## src/sv/quadratic_root_solver_assert.svh

```systemverilog
// Assertion macros shared by the quadratic root solver RTL.
// Users need clk_i and rst_ni in scope; no other dependencies.
`ifndef QUADRATIC_ROOT_SOLVER_ASSERT_SVH
`define QUADRATIC_ROOT_SOLVER_ASSERT_SVH

// Same-cycle implication, disabled during reset.
`define QRS_ASSERT_IMP(lbl, ante, cons) \
  lbl: assert property (@(posedge clk_i) disable iff (!rst_ni) (ante) |-> (cons)) \
    else $error("quadratic root solver assertion failed");

// Implication with a fixed cycle delay, disabled during reset.
`define QRS_ASSERT_DLY(lbl, ante, n, cons) \
  lbl: assert property (@(posedge clk_i) disable iff (!rst_ni) (ante) |-> ##n (cons)) \
    else $error("quadratic root solver assertion failed");

`endif

```

## src/sv/qrs_pkg.sv

```systemverilog
// Package for the quadratic root solver: widths, types, codes and step functions.
// Used by every module of the block; depends on nothing.
package qrs_pkg;

  localparam int COEF_WIDTH = 16;
  localparam int FRAC_OUT   = 16;
  localparam int ROOT_W     = COEF_WIDTH + 1;
  localparam int DISC_W     = 2 * ROOT_W;
  localparam int REM_W      = ROOT_W + 2;
  localparam int NUM_W      = COEF_WIDTH + 2;
  localparam int DVD_W      = NUM_W + FRAC_OUT;
  localparam int DEN_W      = COEF_WIDTH + 1;
  localparam int SQ_STAGES  = (ROOT_W + 1) / 2;
  localparam int DV_STAGES  = (DVD_W + 1) / 2;
  localparam int LATENCY    = 3 + SQ_STAGES + 1 + DV_STAGES + 1;

  localparam logic [1:0] CNT_COMPLEX  = 2'd0;
  localparam logic [1:0] CNT_REPEAT   = 2'd1;
  localparam logic [1:0] CNT_DISTINCT = 2'd2;

  localparam logic [DVD_W-1:0] Q_POS_LIM = DVD_W'(32'h7fff_ffff);
  localparam logic [DVD_W-1:0] Q_NEG_LIM = DVD_W'(32'h8000_0000);

  typedef struct packed {
    logic                         degen;
    logic                         neg;
    logic                         zero;
    logic signed [COEF_WIDTH-1:0] a;
    logic signed [COEF_WIDTH-1:0] b;
  } side_t;

  typedef struct packed {
    logic [DISC_W-1:0] mag;
    side_t             sd;
  } disc_t;

  typedef struct packed {
    logic [ROOT_W-1:0] root;
    side_t             sd;
  } root_t;

  typedef struct packed {
    logic [DISC_W-1:0] rad;
    logic [ROOT_W-1:0] res;
    logic [REM_W-1:0]  rem;
  } sq_t;

  typedef struct packed {
    logic [DVD_W-1:0] dvd;
    logic [DEN_W-1:0] rem;
    logic [DEN_W-1:0] den;
    logic             neg;
  } ln_t;

  typedef struct packed {
    logic       degen;
    logic [1:0] count;
  } meta_t;

  typedef struct packed {
    ln_t [1:0] ln;
    meta_t     m;
  } dv_t;

  typedef struct packed {
    logic [1:0]         count;
    logic signed [31:0] v1;
    logic signed [31:0] v2;
    logic               degen;
    logic               sat;
  } res_t;

  function automatic logic [COEF_WIDTH-1:0] coef_mag(logic signed [COEF_WIDTH-1:0] x);
    return x[COEF_WIDTH-1] ? COEF_WIDTH'(-x) : COEF_WIDTH'(x);
  endfunction

  function automatic sq_t sqrt_step(sq_t s);
    sq_t              o;
    logic [REM_W+1:0] r2;
    logic [REM_W+1:0] tr;
    r2    = {s.rem, s.rad[DISC_W-1 -: 2]};
    tr    = (REM_W+2)'({s.res, 2'b01});
    o.rad = {s.rad[DISC_W-3:0], 2'b00};
    if (r2 >= tr) begin
      o.rem = REM_W'(r2 - tr);
      o.res = {s.res[ROOT_W-2:0], 1'b1};
    end else begin
      o.rem = REM_W'(r2);
      o.res = {s.res[ROOT_W-2:0], 1'b0};
    end
    return o;
  endfunction

  function automatic ln_t div_step(ln_t l);
    ln_t            o;
    logic [DEN_W:0] r2;
    o  = l;
    r2 = {l.rem, l.dvd[DVD_W-1]};
    if (r2 >= {1'b0, l.den}) begin
      o.rem = DEN_W'(r2 - {1'b0, l.den});
      o.dvd = {l.dvd[DVD_W-2:0], 1'b1};
    end else begin
      o.rem = r2[DEN_W-1:0];
      o.dvd = {l.dvd[DVD_W-2:0], 1'b0};
    end
    return o;
  endfunction

endpackage

```

## src/sv/qrs_disc.sv

```systemverilog
// Input register, magnitude products and discriminant of the quadratic root solver.
// Depends on qrs_pkg.
module qrs_disc import qrs_pkg::*; (
  input  logic                         clk_i,
  input  logic                         rst_ni,
  input  logic                         vld_i,
  input  logic signed [COEF_WIDTH-1:0] a_i,
  input  logic signed [COEF_WIDTH-1:0] b_i,
  input  logic signed [COEF_WIDTH-1:0] c_i,
  output logic                         vld_o,
  output disc_t                        disc_o
);

  logic                         vld_a_q, vld_b_q, vld_c_q;
  logic signed [COEF_WIDTH-1:0] a_q, b_q, c_q, a2_q, b2_q;
  logic [2*COEF_WIDTH-1:0]      bb_q, ac_q;
  logic                         opp_q;
  disc_t                        disc_d, disc_q;
  logic [DISC_W-1:0]            bb_ext, ac4;

  always_ff @(posedge clk_i or negedge rst_ni) begin
    if (!rst_ni) begin
      vld_a_q <= 1'b0;
      vld_b_q <= 1'b0;
      vld_c_q <= 1'b0;
    end else begin
      vld_a_q <= vld_i;
      vld_b_q <= vld_a_q;
      vld_c_q <= vld_b_q;
    end
  end

  always_ff @(posedge clk_i) begin
    a_q    <= a_i;
    b_q    <= b_i;
    c_q    <= c_i;
    bb_q   <= coef_mag(b_q) * coef_mag(b_q);
    ac_q   <= coef_mag(a_q) * coef_mag(c_q);
    opp_q  <= a_q[COEF_WIDTH-1] ^ c_q[COEF_WIDTH-1];
    a2_q   <= a_q;
    b2_q   <= b_q;
    disc_q <= disc_d;
  end

  always_comb begin
    bb_ext          = DISC_W'(bb_q);
    ac4             = {ac_q, 2'b00};
    disc_d.sd.a     = a2_q;
    disc_d.sd.b     = b2_q;
    disc_d.sd.degen = (a2_q == '0);
    disc_d.sd.neg   = 1'b0;
    if (opp_q) begin
      disc_d.mag = bb_ext + ac4;
    end else if (ac4 > bb_ext) begin
      disc_d.sd.neg = 1'b1;
      disc_d.mag    = ac4 - bb_ext;
    end else begin
      disc_d.mag = bb_ext - ac4;
    end
    disc_d.sd.zero = !disc_d.sd.neg && (disc_d.mag == '0);
  end

  assign vld_o  = vld_c_q;
  assign disc_o = disc_q;

endmodule

```

## config.mk

```make
export PLATFORM = sky130hd
export DESIGN_NAME = qrs_disc
export DESIGN_NICKNAME = d
export VERILOG_FILES = /design/src/sv/quadratic_root_solver_assert.svh /design/src/sv/qrs_pkg.sv /design/src/sv/qrs_disc.sv
export SDC_FILE = /design/constraint.sdc
export NUM_CORES = 1
export LEC_CHECK = 0
export BUFFER_PORTS_ARGS = -buffer_cell sky130_fd_sc_hd__clkbuf_2
export CAP_MARGIN = 15
export CELL_PAD_IN_SITES_DETAIL_PLACEMENT = 1
export CELL_PAD_IN_SITES_GLOBAL_PLACEMENT = 1
export CORE_UTILIZATION = 45
export DETAILED_ROUTE_END_ITERATION = 16
export GPL_TIMING_DRIVEN = 1
export MAX_ROUTING_LAYER = met4
export PLACE_DENSITY_LB_ADDON = 0.1
export SLEW_MARGIN = 20
export SYNTH_ARGS = -nofsm -noshare
export SYNTH_HDL_FRONTEND = slang
export SYNTH_SLANG_ARGS = --single-unit
export TNS_END_PERCENT = 50
```

## constraint.sdc

```tcl
create_clock -name clk_i -period 8.4 [get_ports clk_i]
set_input_delay 0.42 -clock clk_i [delete_from_list [all_inputs] [get_ports clk_i]]
set_output_delay 0.42 -clock clk_i [all_outputs]
set_load 0.005 [all_outputs]
```

---- Word level (Yosys, flattened, before mapping) ----
Index checks and enable logic that the tools add are counted.
cells by class
  add/sub/neg operators ................... 6
  multiply operators ...................... 2
  order comparisons ....................... 1
  multiplexer cells ....................... 7
  bitwise operators ....................... 1
  reductions and logical operators ........ 4
operator list
  kind               number
  $mux 34            2
  $mul 16x16->32     2
  $mux 16            3
  $neg 16->16        3
  $add 32x34->34     1
  $gt 34x32->1       1
  $logic_not 34->1   1
  $sub 32x34->34     1
  $sub 34x32->34     1
  $logic_not 16->1   1
  $mux 1             2
  $logic_and 1x1->1  1
  $logic_not 1->1    1
  $xor 1x1->1        1
word-level totals
  bits in registers ....................... 217
  input bits .............................. 51
  output and inout port bits .............. 70
  word-level logic and storage cells ...... 38

---- Longest topological paths before layout ----
  depth after elaboration ................. 5
  gate-level depth with buffers ........... 34
  mapped depth without buffers ............ 33

---- Worst setup path before layout ----
Ideal clock, no wire load.
  kind .................................... flip-flop to flip-flop
  start ................................... reg b_q[0]
  end ..................................... reg bb_q[26]
  setup time .............................. 0.119 ns
  data arrival time ....................... 7.903 ns
  required time ........................... 8.281 ns
  path slack .............................. 0.378 ns
  stages on the path, launching flop included .. 32
  buffers on the path ..................... 1
  period minus slack after synthesis ...... 8.022 ns
  path through ............................ dfxtp_1 > inv_2 > clkbuf_1 > ha_1 > nand2_1 > or2_2 > or4_1 > o21ai_0 > xor2_1 > clkinv_1 > nand2_1 > fa_1 > fa_1 > inv_1 > fa_1 > fa_1 > fa_1 > inv_1 > fa_1 > inv_1 > ha_1 > and3_1 > and2_1 > a21oi_1 > nand2_1 > a31oi_1 > o211ai_1 > and4_1 > o31a_1 > o21ai_0 > nand2b_1 > xor2_1
on the way
  word-level cells in the longest chain between the ends .. 3
ends and longest elaborated chain
  item                    RTL line        text
  start, declared         qrs_disc.sv:15  logic signed [COEF_WIDTH-1:0] a_q, b_q, c_q, a2_q, b2_q;
  start signal, assigned  qrs_disc.sv:35  b_q <= b_i;
  $neg 16->16             qrs_pkg.sv:74   return x[COEF_WIDTH-1] ? COEF_WIDTH'(-x) : COEF_WIDTH'(x);
  $mux 16 (*)             qrs_pkg.sv:74
  $mul 16x16->32 (*)      qrs_disc.sv:37  bb_q <= coef_mag(b_q) * coef_mag(b_q);
  end signal, assigned    qrs_disc.sv:37
  end, declared           qrs_disc.sv:16  logic [2*COEF_WIDTH-1:0] bb_q, ac_q;
Mark *: on every way between the ends. The rest lies on a longest branch, timed or not.

---- Final worst setup path ----
  start ................................... reg a_q[4]
  end ..................................... reg ac_q[31]
on the way
  word-level cells in the longest chain between the ends .. 3
ends and longest elaborated chain
  item                    RTL line        text
  start, declared         qrs_disc.sv:15
  start signal, assigned  qrs_disc.sv:34  a_q <= a_i;
  $neg 16->16             qrs_pkg.sv:74
  $mux 16 (*)             qrs_pkg.sv:74
  $mul 16x16->32 (*)      qrs_disc.sv:38  ac_q <= coef_mag(a_q) * coef_mag(c_q);
  end signal, assigned    qrs_disc.sv:38
  end, declared           qrs_disc.sv:16
Marked as above.

==> reports/qor.csv <==
metric,value,unit
synth_top_area_share,27.9,%
initial_utilization,45.7,%
period_share,96.2,%
cts_buffers,26,
antenna_left,0,
diodes,0,
synth_compound_area_share,12.7,%
io_pins,121,
path_max_fanout,6,
period_minus_slack,8080,ps
grt_start_max_net_pins,55,
drtIter0Drc,1117,
tightest_slew,1090,ps
setup_viol,0,
end_kind,flip-flop,
reg2regPathDepth,30,
finalNetCount,3873,
synth_fa_ha_area_share,42.0,%
antenna_found_initial,1,
die_x,242,um
wl_per_cell,22.0,um
finalHoldViolations,0,
muxShareOfSynthArea,0.194,%
ys_seq_area_share,16.6,%
crit_path_start_kind,flip-flop,
path_class,reg -> reg,
synth-seq-cells,214,
synth-simple-area-share,14.1,%
clk_pin_slew,60,ps
synthTopCellsByArea,"fa_1 28%, dfxtp_1 16%, ha_1 14%",
htree_levels,1,
synth-main-ff-cell,dfxtp_1,
area_growth,13.7,%
status,"finished, final reports clean",
tritoncts,built,
fmax,0.124,GHz
grt_overflow_total,0,
cp_common_cell,fa_1,
grt_usage,30.5,%
placed_area,0.0278,mm^2
worstPathRequired,8880,ps
synth_area,0.0259,mm^2
avgSynthCellArea,8.79,um^2
yosysUniqueCellTypes,93,
async_reset_ff_share,1.40,%
synth_top_family_by_area,adder cells,
drive_gt1_share,10.7,%
synth_edf_count,0,
grt_pass1_wl,135000,um
maxCapViolations,0,
numClockSinks,214,
rows,87,
hold_path.class,in -> async,
synth_top_cell_by_area,fa_1,
yosys_warnings,0,
die_area,0.0584,mm^2
fin_setup_tns,0,ps
clock_path_buffers,3,
first_pass_iters,5,
finalNonFillerCells,3945,
cp.arrival,8560,ps
place_inst,3844,
drt-total-wl,86700,um
grt_pass1_vias,23800,
netlist_instances,2940,
stdcell_area,0.0294,mm^2
clock-root-buffer,clkbuf_16,
clk_latency,580,ps
coreArea,0.0566,mm^2
drv_slew,0,
place_hpwl,71900,um
die_y,242,um
vias,21700,
max_stage_delay,520,ps
portBuffers,120,
cp_slowest_cell,fa_1,
synth_xor_area_share,4.74,%
vias_per_cell,5.50,
max-slew-margin-rel,27.4,%
fin_skew,21.1,ps
drc,0,
place.gp.congestion,0.962,
critical path: cells and delay by family, from the launching register on:
kind	cells	cell delay, ps
AOI/OAI and AO/OA	8	1800
xor gates and xnor gates	2	310
adders and majority gates	7	3310
buffers and inverters	6	500
DFF	1	350
and+or+nand+nor	7	1730
cell families after synthesis:
logic type / Yosys count
compound gates: 487
flops: 214
buf+inv: 641
mux: 5
xor+xnor: 140
other cells: 2
simple gates: 799
fa+ha+maj: 652
registers in the layout, indices dropped and copies added, names as in the netlist:
| signal | flops |
|---|---|
| a2_q | 16 |
| a_q | 16 |
| ac_q | 32 |
| b2_q | 15 |
| b_q | 16 |
| bb_q | 31 |
| c_q | 16 |
| disc_o | 68 |
| opp_q | 1 |
| vld_a_q | 1 |
| vld_b_q | 1 |
| vld_o | 1 |
cells in the final DEF, fill, tap and decap left out, drive strengths merged, types with 17 or more instances in the layout:
| cell type | Yosys | final |
|---|---|---|
| a211oi | 29 | 29 |
| a21o | 47 | 47 |
| a21oi | 143 | 143 |
| and2 | 19 | 19 |
| buf | 24 | 99 |
| clkbuf | 52 | 149 |
| dfxtp | 211 | 211 |
| dlygate4sd3 | 0 | 50 |
| fa | 360 | 360 |
| ha | 292 | 292 |
| inv | 558 | 563 |
| nand2 | 287 | 287 |
| nand2b | 24 | 24 |
| nand3 | 24 | 24 |
| nand4 | 18 | 18 |
| nor2 | 271 | 271 |
| nor2b | 17 | 17 |
| nor3 | 40 | 40 |
| nor4 | 22 | 22 |
| o21ai | 80 | 80 |
| o21bai | 21 | 21 |
| o31ai | 22 | 22 |
| or3 | 20 | 20 |
| xnor2 | 93 | 93 |
| xor2 | 47 | 47 |
cells in the mapped netlist (all sizes together) (18+ instances only):
cell type	count
o21ai	80
inv	558
or3	20
nor4	22
xor2	47
ha	292
clkbuf	52
nor3	40
a21o	47
nand2	287
nand3	24
dfxtp	211
nand2b	24
o21bai	21
and2	19
buf	24
a21oi	143
nor2	271
fa	360
xnor2	93
nand4	18
a211oi	29
o31ai	22
layout make-up:
type                            count  area (um^2)
Clock buffer                       29          683
Fill cell                        6662        27200
Sequential cell                   214         4300
Clock inverter                     18          204
Inverter                          565         2120
Tap cell                          756          946
Timing Repair Buffer              269         1850
Multi-Input combinational cell   2094        19300
routing by layer:
layer / GRT usage, % / wire length (um) / up-vias
met3: 3.22 / 3940 / 127
met2: 50.8 / 42000 / 483
met1: 40.1 / 38700 / 11200
met4: 6.85 / 2070 / 0
met5: - / 0 / -
li1: - / - / 9909
worst paths after layout:
check / endpoint / startpoint / slack [ps]
max: ac_q[31]$_DFF_P_ / a_q[4]$_DFF_P_ / 320
min: vld_b_q$_DFF_PN0_ / rst_ni / 190
max reg2reg: ac_q[31]$_DFF_P_ / a_q[4]$_DFF_P_ / 320
min reg2reg: disc_o[12]$_DFF_P_ / b2_q[12]$_DFF_P_ / 330
max in group asynchronous: vld_o$_DFF_PN0_ / rst_ni / 8100
min in group clk_i: disc_o[12]$_DFF_P_ / b2_q[12]$_DFF_P_ / 330
what timing repair did:
item | CTS | global route
pin swaps | 0 | 4
gates resized for setup | 4 | 34
hold buffers | 50 | 0
endpoints found under the setup margin | 1 | 8
buffers inserted | 0 | 4
hold endpoints to repair | 52 | 0
stage by stage:
stage	worst slack, ps	hold WS [ps]	utilization, %
2_1_floorplan	378	124	-
3_3_place_gp	112	216	49.1
3_5_place_dp	-132	220	49.1
4_1_cts	52.6	156	51.6
5_1_grt	-14.1	196	51.9
6_report	322	190	51.9
Power is not shown: default switching activity piles up to over one toggle a cycle in this logic, so the estimate is an artifact.
