===== config.mk =====
export PLATFORM = sky130hd
export DESIGN_NAME = qrs_sqrt
export DESIGN_NICKNAME = d
export VERILOG_FILES = /design/src/sv/quadratic_root_solver_assert.svh /design/src/sv/qrs_pkg.sv /design/src/sv/qrs_sqrt.sv
export SDC_FILE = /design/constraint.sdc
export NUM_CORES = 1
export LEC_CHECK = 0
export ABC_CLOCK_PERIOD_IN_PS = 11910
export BUFFER_PORTS_ARGS = -buffer_cell sky130_fd_sc_hd__buf_2
export CORE_MARGIN = 4
export CORE_UTILIZATION = 50
export CTS_CLUSTER_DIAMETER = 150
export DETAILED_ROUTE_END_ITERATION = 10
export PLACE_DENSITY_LB_ADDON = 0.25
export SKIP_LAST_GASP = 1
export SLEW_MARGIN = 15
export SYNTH_ARGS = -nofsm -noshare
export SYNTH_HDL_FRONTEND = slang
export SYNTH_SLANG_ARGS = --single-unit
export TNS_END_PERCENT = 20

===== constraint.sdc =====
create_clock -name clk_i -period 11.91 [get_ports clk_i]
set_clock_uncertainty 0.2 [all_clocks]
set_input_delay 3.573 -clock clk_i [delete_from_list [all_inputs] [get_ports clk_i]]
set_output_delay 3.573 -clock clk_i [all_outputs]
set_load 0.005 [all_outputs]

===== src/sv/quadratic_root_solver_assert.svh =====
// Assertion macros shared by the quadratic root solver RTL.
// Users need clk_i and rst_ni in scope; no other dependencies.
`ifndef QUADRATIC_ROOT_SOLVER_ASSERT_SVH
`define QUADRATIC_ROOT_SOLVER_ASSERT_SVH

// Same-cycle implication, disabled during reset.
`define QRS_ASSERT_IMP(lbl, ante, cons) \
  lbl: assert property (@(posedge clk_i) disable iff (!rst_ni) (ante) |-> (cons)) \
    else $error("quadratic root solver assertion failed");

// Implication with a fixed cycle delay, disabled during reset.
`define QRS_ASSERT_DLY(lbl, ante, n, cons) \
  lbl: assert property (@(posedge clk_i) disable iff (!rst_ni) (ante) |-> ##n (cons)) \
    else $error("quadratic root solver assertion failed");

`endif


===== src/sv/qrs_pkg.sv =====
// Package for the quadratic root solver: widths, types, codes and step functions.
// Used by every module of the block; depends on nothing.
package qrs_pkg;

  localparam int COEF_WIDTH = 16;
  localparam int FRAC_OUT   = 16;
  localparam int ROOT_W     = COEF_WIDTH + 1;
  localparam int DISC_W     = 2 * ROOT_W;
  localparam int REM_W      = ROOT_W + 2;
  localparam int NUM_W      = COEF_WIDTH + 2;
  localparam int DVD_W      = NUM_W + FRAC_OUT;
  localparam int DEN_W      = COEF_WIDTH + 1;
  localparam int SQ_STAGES  = (ROOT_W + 1) / 2;
  localparam int DV_STAGES  = (DVD_W + 1) / 2;
  localparam int LATENCY    = 3 + SQ_STAGES + 1 + DV_STAGES + 1;

  localparam logic [1:0] CNT_COMPLEX  = 2'd0;
  localparam logic [1:0] CNT_REPEAT   = 2'd1;
  localparam logic [1:0] CNT_DISTINCT = 2'd2;

  localparam logic [DVD_W-1:0] Q_POS_LIM = DVD_W'(32'h7fff_ffff);
  localparam logic [DVD_W-1:0] Q_NEG_LIM = DVD_W'(32'h8000_0000);

  typedef struct packed {
    logic                         degen;
    logic                         neg;
    logic                         zero;
    logic signed [COEF_WIDTH-1:0] a;
    logic signed [COEF_WIDTH-1:0] b;
  } side_t;

  typedef struct packed {
    logic [DISC_W-1:0] mag;
    side_t             sd;
  } disc_t;

  typedef struct packed {
    logic [ROOT_W-1:0] root;
    side_t             sd;
  } root_t;

  typedef struct packed {
    logic [DISC_W-1:0] rad;
    logic [ROOT_W-1:0] res;
    logic [REM_W-1:0]  rem;
  } sq_t;

  typedef struct packed {
    logic [DVD_W-1:0] dvd;
    logic [DEN_W-1:0] rem;
    logic [DEN_W-1:0] den;
    logic             neg;
  } ln_t;

  typedef struct packed {
    logic       degen;
    logic [1:0] count;
  } meta_t;

  typedef struct packed {
    ln_t [1:0] ln;
    meta_t     m;
  } dv_t;

  typedef struct packed {
    logic [1:0]         count;
    logic signed [31:0] v1;
    logic signed [31:0] v2;
    logic               degen;
    logic               sat;
  } res_t;

  function automatic logic [COEF_WIDTH-1:0] coef_mag(logic signed [COEF_WIDTH-1:0] x);
    return x[COEF_WIDTH-1] ? COEF_WIDTH'(-x) : COEF_WIDTH'(x);
  endfunction

  function automatic sq_t sqrt_step(sq_t s);
    sq_t              o;
    logic [REM_W+1:0] r2;
    logic [REM_W+1:0] tr;
    r2    = {s.rem, s.rad[DISC_W-1 -: 2]};
    tr    = (REM_W+2)'({s.res, 2'b01});
    o.rad = {s.rad[DISC_W-3:0], 2'b00};
    if (r2 >= tr) begin
      o.rem = REM_W'(r2 - tr);
      o.res = {s.res[ROOT_W-2:0], 1'b1};
    end else begin
      o.rem = REM_W'(r2);
      o.res = {s.res[ROOT_W-2:0], 1'b0};
    end
    return o;
  endfunction

  function automatic ln_t div_step(ln_t l);
    ln_t            o;
    logic [DEN_W:0] r2;
    o  = l;
    r2 = {l.rem, l.dvd[DVD_W-1]};
    if (r2 >= {1'b0, l.den}) begin
      o.rem = DEN_W'(r2 - {1'b0, l.den});
      o.dvd = {l.dvd[DVD_W-2:0], 1'b1};
    end else begin
      o.rem = r2[DEN_W-1:0];
      o.dvd = {l.dvd[DVD_W-2:0], 1'b0};
    end
    return o;
  endfunction

endpackage


===== src/sv/qrs_sqrt.sv =====
// Pipelined floor square root of the discriminant, two result bits per stage (one in the last stage).
// Depends on qrs_pkg.
module qrs_sqrt import qrs_pkg::*; (
  input  logic  clk_i,
  input  logic  rst_ni,
  input  logic  vld_i,
  input  disc_t disc_i,
  output logic  vld_o,
  output root_t root_o
);

  logic  vld_q [SQ_STAGES];
  sq_t   sq_q  [SQ_STAGES];
  side_t sd_q  [SQ_STAGES];

  for (genvar s = 0; s < SQ_STAGES; s++) begin : g_stage
    sq_t   cur, mid, nxt_d;
    logic  vin;
    side_t sin;
    if (s == 0) begin : g_first
      assign cur.rad = disc_i.mag;
      assign cur.res = '0;
      assign cur.rem = '0;
      assign vin     = vld_i;
      assign sin     = disc_i.sd;
    end else begin : g_rest
      assign cur = sq_q[s-1];
      assign vin = vld_q[s-1];
      assign sin = sd_q[s-1];
    end
    assign mid = sqrt_step(cur);
    if (2 * s + 1 < ROOT_W) begin : g_two
      assign nxt_d = sqrt_step(mid);
    end else begin : g_one
      assign nxt_d = mid;
    end

    always_ff @(posedge clk_i or negedge rst_ni) begin
      if (!rst_ni) begin
        vld_q[s] <= 1'b0;
      end else begin
        vld_q[s] <= vin;
      end
    end

    always_ff @(posedge clk_i) begin
      sq_q[s] <= nxt_d;
      sd_q[s] <= sin;
    end
  end

  assign vld_o       = vld_q[SQ_STAGES-1];
  assign root_o.root = sq_q[SQ_STAGES-1].res;
  assign root_o.sd   = sd_q[SQ_STAGES-1];

endmodule


# Word-level counts from Yosys, hierarchy flattened
# Memory sizes are Yosys's and may differ from the RTL's.
# Index checks and enable logic that the tools add are counted.
# word_totals
reg_bits	9
ram_bits	927
word_cells	62
mem_count	2
# memory_table
memory	depth	width	read_ports	rd_clocked_by_memory_dff	wr	line_no	source
sq_q	9	68	9	0	9	qrs_sqrt.sv:13	sq_t sq_q [SQ_STAGES];
sd_q	9	35	9	0	9	qrs_sqrt.sv:14	side_t sd_q [SQ_STAGES];
# classes
add_sub_neg	17
n_lt_le_gt_ge	17
n_mux	17
# op_table
cell	count
2-to-1 mux 20 bit	17
>= comparator 21 x 19 -> 1 bit	15
subtractor 19 bit	15
>= comparator 21 x 3 -> 1 bit	1
subtractor 19 x 3 -> 19 bit	1
subtractor 2 x 1 -> 3 bit (second input constant)	1
>= comparator 2 x 1 -> 1 bit (second input constant)	1

# Longest topological paths before layout
# Gate-level depths: netlist (run 1).
# An unclocked memory read counts as a cell.
# depth
depth_word	5
depth_mapped	23
depth_no_buf	21

# Least setup slack after synthesis (run 1)
# Ideal clock, no wire load.
# synth_path
path_kind	input to register
from	input disc_i[67] in the netlist's numbering
to	memory sq_q[0][11] in the netlist's numbering
arrival_ps	4927
setup_slack_ps	6668
cell_stages	8
cell_sequence	clkbuf_1 -> nand2b_1 -> o31a_1 -> inv_1 -> ha_1 -> a21boi_1 -> inv_1 -> and2_1
# synth_rtl
item	line_no	source
start: declaration	qrs_sqrt.sv:7	input disc_t disc_i,
end: declaration	qrs_sqrt.sv:13	

==> flow_summary.toml, run 1 <==
[synthesis]
yosysSeqAreaShare = 0.532
yosys_most_used_dff = "dfxtp_1"
synth.top_cell.area_share = 0.523
syn_area_mm2 = 0.0258
synth_edf_count = 0
synthTopCellsByArea = "dfxtp_1, ha_1, xnor2_1"
syn_area_per_cell_um2 = 10.4
synth_warnings = 0
ys_seq_elements = 684
synth_area_leader_cell = "dfxtp_1"
synthDistinctLibCells = 107
syn_inst = 2490
async_flop_share = 0.0132
synth_top_cells_by_count = "dfxtp_1, nor2_1, ha_1"
yosys.cell_count.top_type = "dfxtp_1"

[worst_hold_path]
hp-start = "sd_q[1][32]$_DFF_P_"
hp-class = "register to register"

[sta]
finalCritPeriodShare = 0.523
finalHoldViolCount = 0
report.final.slew_viol_count = 0
setup_viol = 0
finalSetupTns_ns = 0
fmax_mhz = 161
slew_headroom = 0.271
rsz0062_at_grt = "no"
tightestPinTransition_ns = 1.09
fin_crit_ns = 6.23

[floorplanning]
coreArea_mm2 = 0.0512
die_w_um = 235
rows = 83
chipHeight_um = 235
dieArea_mm2 = 0.0553
start_util = 0.504
io_pins = 125

[setup_path]
critical_path_class = "register to register"
arrival_ns = 6.52
path_buf_inv = 2
cpMostUsedCell = "nand2_1"
critPathMaxStageDelay_ns = 0.84
crit_path_start = "sq_q[2][97]$_DFF_P_"
r2r-start = "sq_q[2][97]$_DFF_P_"
startpoint_type = "register"
path_cells = "inv_1 -> ha_1 -> and4_1 -> nand3_1 -> a21oi_1 -> nor2_1 -> nand2_1 -> inv_1 -> a21oi_1 -> nor2_1 -> ha_1 -> a221oi_1 -> nand2_1 -> o31ai_1 -> o221ai_1 -> nand2_1 -> nand4_1 -> mux2_2"
critPathTopFamily = "simple AND/OR/NAND/NOR gates"
end_kind = "register"
crit_slowest_cell = "nand4_1"
cp_max_fo = 24
crit_required_ns = 12.20

[clocking]
ctsResizeCount = 0
holdBufCountCts = 0
clockBufferDepth = 3
h-tree-depth = 3
cts-root-buf = "clkbuf_16"
clock_sinks = 684
cts_tree = "yes"
worstSkewPairLatency_ns = 0.60
cts_buffers = 69
cts_setup_buffers = 0
clkSlewWorstSetupHoldPaths_ns = 0.06

[final_layout]
syn_to_final_growth_pct = 14.3
final_nets = 2881
utilization = 0.576
drive_gt1_frac = 0.120

[power_and_ir_drop]
p_leak_nw = 13.5
power_mw = 6.48
vdd_drop_max_mv = 0.163
power-per-cell-area_mw_per_mm2 = 220

[job]
drv_cap = 0

[route]
drtIter0Drc = 977
drt-wirelength-per-cell_um = 16.7
via_per_inst = 5.32
dr.pass1.iters = 5
wl_mm = 56.4
vias = 17978
drc = 0
ant_nets = 0

[status]
status = "completed"

[grt]
grt_max_degree = 28
grt-ovfl-total = 0
grt_pass1_vias = 17827
grt_pass1_wl_mm = 90.6
antenna_found_initial = 8
grt_usage = 0.198

[place]
port_buffers = 124
dp_hpwl_mm = 42.2
place.gp.congestion = 0.922
placed cells by master (no fill, tap or decap), types with 43 or more instances in the layout:
cell,synthesis,layout
xor2_1,65,65
nor2_1,173,173
a21oi_1,143,143
xnor2_1,112,112
clkbuf_16,0,69
inv_1,163,163
o21a_1,43,43
buf_2,13,124
o21ai_0,97,97
nand3_1,46,46
dfxtp_1,675,675
nor3_1,54,54
ha_1,168,168
nand2_1,150,150
a21o_1,46,46
routing by layer:
metal,vias up,track usage,part of all wire
met5,-,0,0.0013
met4,10,0.0708,0.028
met3,115,0.0435,0.057
met2,440,0.333,0.47
met1,8377,0.252,0.45
li1,9036,-,-
final timing paths:
check,cells past startpoint,to,slack (ns)
min in group asynchronous,1,g_stage[7].vin$_DFF_PN0_,2.62
max in group asynchronous,1,vld_o$_DFF_PN0_,8.73
worst min register to register,0,sd_q[1][67]$_DFF_P_,0.10
worst min-delay path,0,sd_q[1][67]$_DFF_P_,0.10
worst max-delay path,18,sq_q[3][4]$_DFF_P_,5.68
worst max register to register,18,sq_q[3][4]$_DFF_P_,5.68
logic make-up (layout without fill, tap and decap cells):
logic type                 count (synthesis)  after routing  share of synthesized area
AOI/OAI and AO/OA                        535            535                      0.138
DFF                                      684            684                      0.532
xor gates and xnor gates                 178            178                     0.0607
other                                      1              6                   0.000145
adders and majority gates                168            168                     0.0814
buffers and inverters                    214            416                     0.0332
and+or+nand+nor                          663            663                      0.134
muxes                                     47             47                     0.0199
registers in the layout (all words and copies together), names as in the netlist:
signal       count
sd_q           315
sq_q           360
g_stage.vin      8
vld_o            1
worst reg2reg max path, stage by stage (launching register included):
cell      delay, ns
dfxtp_1        0.33
inv_1          0.06
ha_1           0.36
and4_1         0.28
nand3_1        0.17
a21oi_1        0.38
nor2_1         0.18
nand2_1        0.41
inv_1          0.36
a21oi_1        0.21
nor2_1         0.08
ha_1           0.36
a221oi_1       0.36
nand2_1        0.10
o31ai_1        0.44
o221ai_1       0.22
nand2_1        0.15
nand4_1        0.84
mux2_2         0.62
report_power, final:
group,switching (mW),leakage [nW],internal [mW],total (mW)
registers,0.191,5.77,2.57,2.76
logic,0.849,6.53,0.642,1.49
clock network,0.921,1.16,1.31,2.23
metrics by stage:
step	cell area, um^2	cells	hold slack (ns)	setup slack, ns
2_1_floorplan	25800	2492	0.110	6.67
4_1_cts	29500	3374	0.104	5.77
3_5_place_dp	27100	3250	0.112	5.83
6_report	29500	3377	0.101	5.68
5_1_grt	29500	3374	0.121	5.20
3_3_place_gp	27100	3250	0.110	5.98
layout make-up:
cell class / count / area [um^2]
Timing Repair Buffer: 125 / 628
Multi-Input combinational cell: 1594 / 11200
Inverter: 167 / 629
Clock inverter: 30 / 482
Antenna cell: 3 / 7.51
Tap cell: 680 / 851
Fill cell: 4315 / 21700
Sequential cell: 684 / 13700
Clock buffer: 94 / 1950
(Power assumes the default switching activity.)
==> run 2, diff against run 1 <==
--- a/config.mk
+++ b/config.mk
@@ -5,7 +5,7 @@
 export SDC_FILE = /design/constraint.sdc
 export NUM_CORES = 1
 export LEC_CHECK = 0
-export ABC_CLOCK_PERIOD_IN_PS = 11910
+export ABC_CLOCK_PERIOD_IN_PS = 5200
 export BUFFER_PORTS_ARGS = -buffer_cell sky130_fd_sc_hd__buf_2
 export CORE_MARGIN = 4
 export CORE_UTILIZATION = 50
==> constraint.sdc (replaced) <==
create_clock -name clk_i -period 5.2 [get_ports clk_i]
set_clock_uncertainty 0.2 [all_clocks]
set_input_delay 1.56 -clock clk_i [delete_from_list [all_inputs] [get_ports clk_i]]
set_output_delay 1.56 -clock clk_i [all_outputs]
set_load 0.005 [all_outputs]
==> flow_summary.toml, run 2 (synthesized netlist as in run 1, its figures left out) <==
[setup_path]
crit_required_ns = 5.49
end_kind = "register"
arrival_ns = 5.27
critical_path_class = "register to register"
rr_worst_depth = 18
startpoint_type = "register"
cp_max_fo = 18

[route]
vias = 18178
drt-wirelength-per-cell_um = 16.7
via_per_inst = 5.32
wl_mm = 57.2
dr.pass1.iters = 5
ant_nets = 0
drc = 0
drtIter0Drc = 1323

[floorplanning]
dieArea_mm2 = 0.0553
chipHeight_um = 235
die_w_um = 235
io_pins = 125
coreArea_mm2 = 0.0512
rows = 83
start_util = 0.504

[clocking]
clock_sinks = 684
holdBufCountCts = 0
cts_tree = "yes"
clkSlewWorstSetupHoldPaths_ns = 0.06
cts_buffers = 68
cts-root-buf = "clkbuf_16"
h-tree-depth = 3
clockBufferDepth = 3
worstSkewPairLatency_ns = 0.62

[grt]
antenna_found_initial = 8
grt_usage = 0.200
grt-ovfl-total = 0
grt_max_degree = 27
grt_pass1_wl_mm = 91.7
grt_pass1_vias = 18039

[final_layout]
drive_gt1_frac = 0.140
syn_to_final_growth_pct = 16.0
mostFrequentLayoutCells = "dfxtp_1, nor2_1, ha_1, inv_1, nand2_1"
largest_reg_flops = 360
top_register = "sq_q"
instances_no_fill = 3416
final_nets = 2924
layout_commonest_cell = "dfxtp_1"

[power_and_ir_drop]
p_leak_nw = 13.7
vdd_drop_max_mv = 0.377
power-per-cell-area_mw_per_mm2 = 500

[sta]
finalHoldViolCount = 0
setup_viol = 0
finalSetupTns_ns = 0
slew_headroom = 0.419
fmax_mhz = 201
hold_ws_ns = 0.110
fin_crit_ns = 4.98
report.final.slew_viol_count = 0
tightestPinTransition_ns = 0.849
finalCritPeriodShare = 0.957
rsz0062_at_grt = "yes"

[status]
status = "completed"

[place]
post-place-cells = 3292
dp_hpwl_mm = 43.1
port_buffers = 124
place.gp.congestion = 0.965

[job]
drv_cap = 0

[worst_hold_path]
hp-class = "register to register"
hold_path_depth = 0
run 2: changes by cell type in the layout (fill, tap and decap cells not counted), moves of 3 or more:
cell	previous run	this run
buf_4	1	42
clkbuf_1	12	9
o31ai_1	23	18
o31ai_2	1	6
run 2: per-layer routing:
| metal | vias to the layer above | share of wire | wire length, um | global-route usage |
|---|---|---|---|---|
| met4 | 10 | 0.035 | 1980 | 0.0817 |
| li1 | 9109 | - | - | - |
| met2 | 516 | 0.45 | 25800 | 0.321 |
| met5 | - | 0.0012 | 69 | 0 |
| met3 | 125 | 0.066 | 3790 | 0.0480 |
| met1 | 8418 | 0.45 | 25500 | 0.263 |
run 2: what timing repair did:
action                                  CTS  global route
setup buffers                             0             2
resized for setup                         0            22
endpoints found under the setup margin    0            61
run 2: path summary, 6_finish.rpt:
path	start	to	slack, ns
worst max-delay path	sq_q[2][12]$_DFF_P_	sq_q[2][80]$_DFF_P_	0.22
worst min-delay path	sd_q[1][137]$_DFF_P_	sd_q[2][32]$_DFF_P_	0.11
worst max register to register	sq_q[2][12]$_DFF_P_	sq_q[2][80]$_DFF_P_	0.22
worst min register to register	sd_q[1][137]$_DFF_P_	sd_q[2][32]$_DFF_P_	0.11
max in group asynchronous	rst_ni	g_stage[2].vin$_DFF_PN0_	4.03
min in group asynchronous	rst_ni	g_stage[5].vin$_DFF_PN0_	0.60
run 2: report_power, final:
| part | total, mW | switching, mW | leakage, nW | internal, mW |
|---|---|---|---|---|
| Combinational | 3.57 | 2.02 | 6.77 | 1.55 |
| Clock | 5.06 | 2.08 | 1.15 | 2.98 |
| Sequential | 6.34 | 0.448 | 5.77 | 5.89 |
run 2: worst max-delay path: stages (launching register included):
cell and delay [ns]:
dfxtp_1 0.38, or4_4 0.60, or4_4 0.54, and3_4 0.22, nand3_4 0.09, inv_4 0.09
o31ai_2 0.32, ha_1 0.35, a21o_1 0.18, a21o_1 0.16, a21o_1 0.20, a31oi_1 0.17
o21ai_0 0.15, nor2_1 0.19, nand4_2 0.17, nor3_4 0.27, buf_4 0.23, inv_2 0.06
mux2_4 0.29
run 2: through the flow:
stage | cell area (um^2) | util | setup slack (ns) | power (mW)
after global placement | 27400 | 0.535 | 0.127 | 9.85
after CTS | 29800 | 0.583 | 0.0669 | 15.0
after global routing | 29900 | 0.585 | -0.0475 | 15.8
after detailed placement | 27400 | 0.535 | 0.0913 | 9.91
final | 29900 | 0.585 | 0.225 | 15.0
after floorplan | 25800 | - | 0.346 | 8.96
run 2: cell type report:
class / instances / area, um^2
fillers: 4280 / 21300
flip-flops and latches: 684 / 13700
multi-input cells: 1594 / 11300
clock buffers: 88 / 1890
repair buffers: 169 / 987
well taps: 680 / 851
inverters: 167 / 633
clock inverters: 33 / 529
diodes: 1 / 2.50
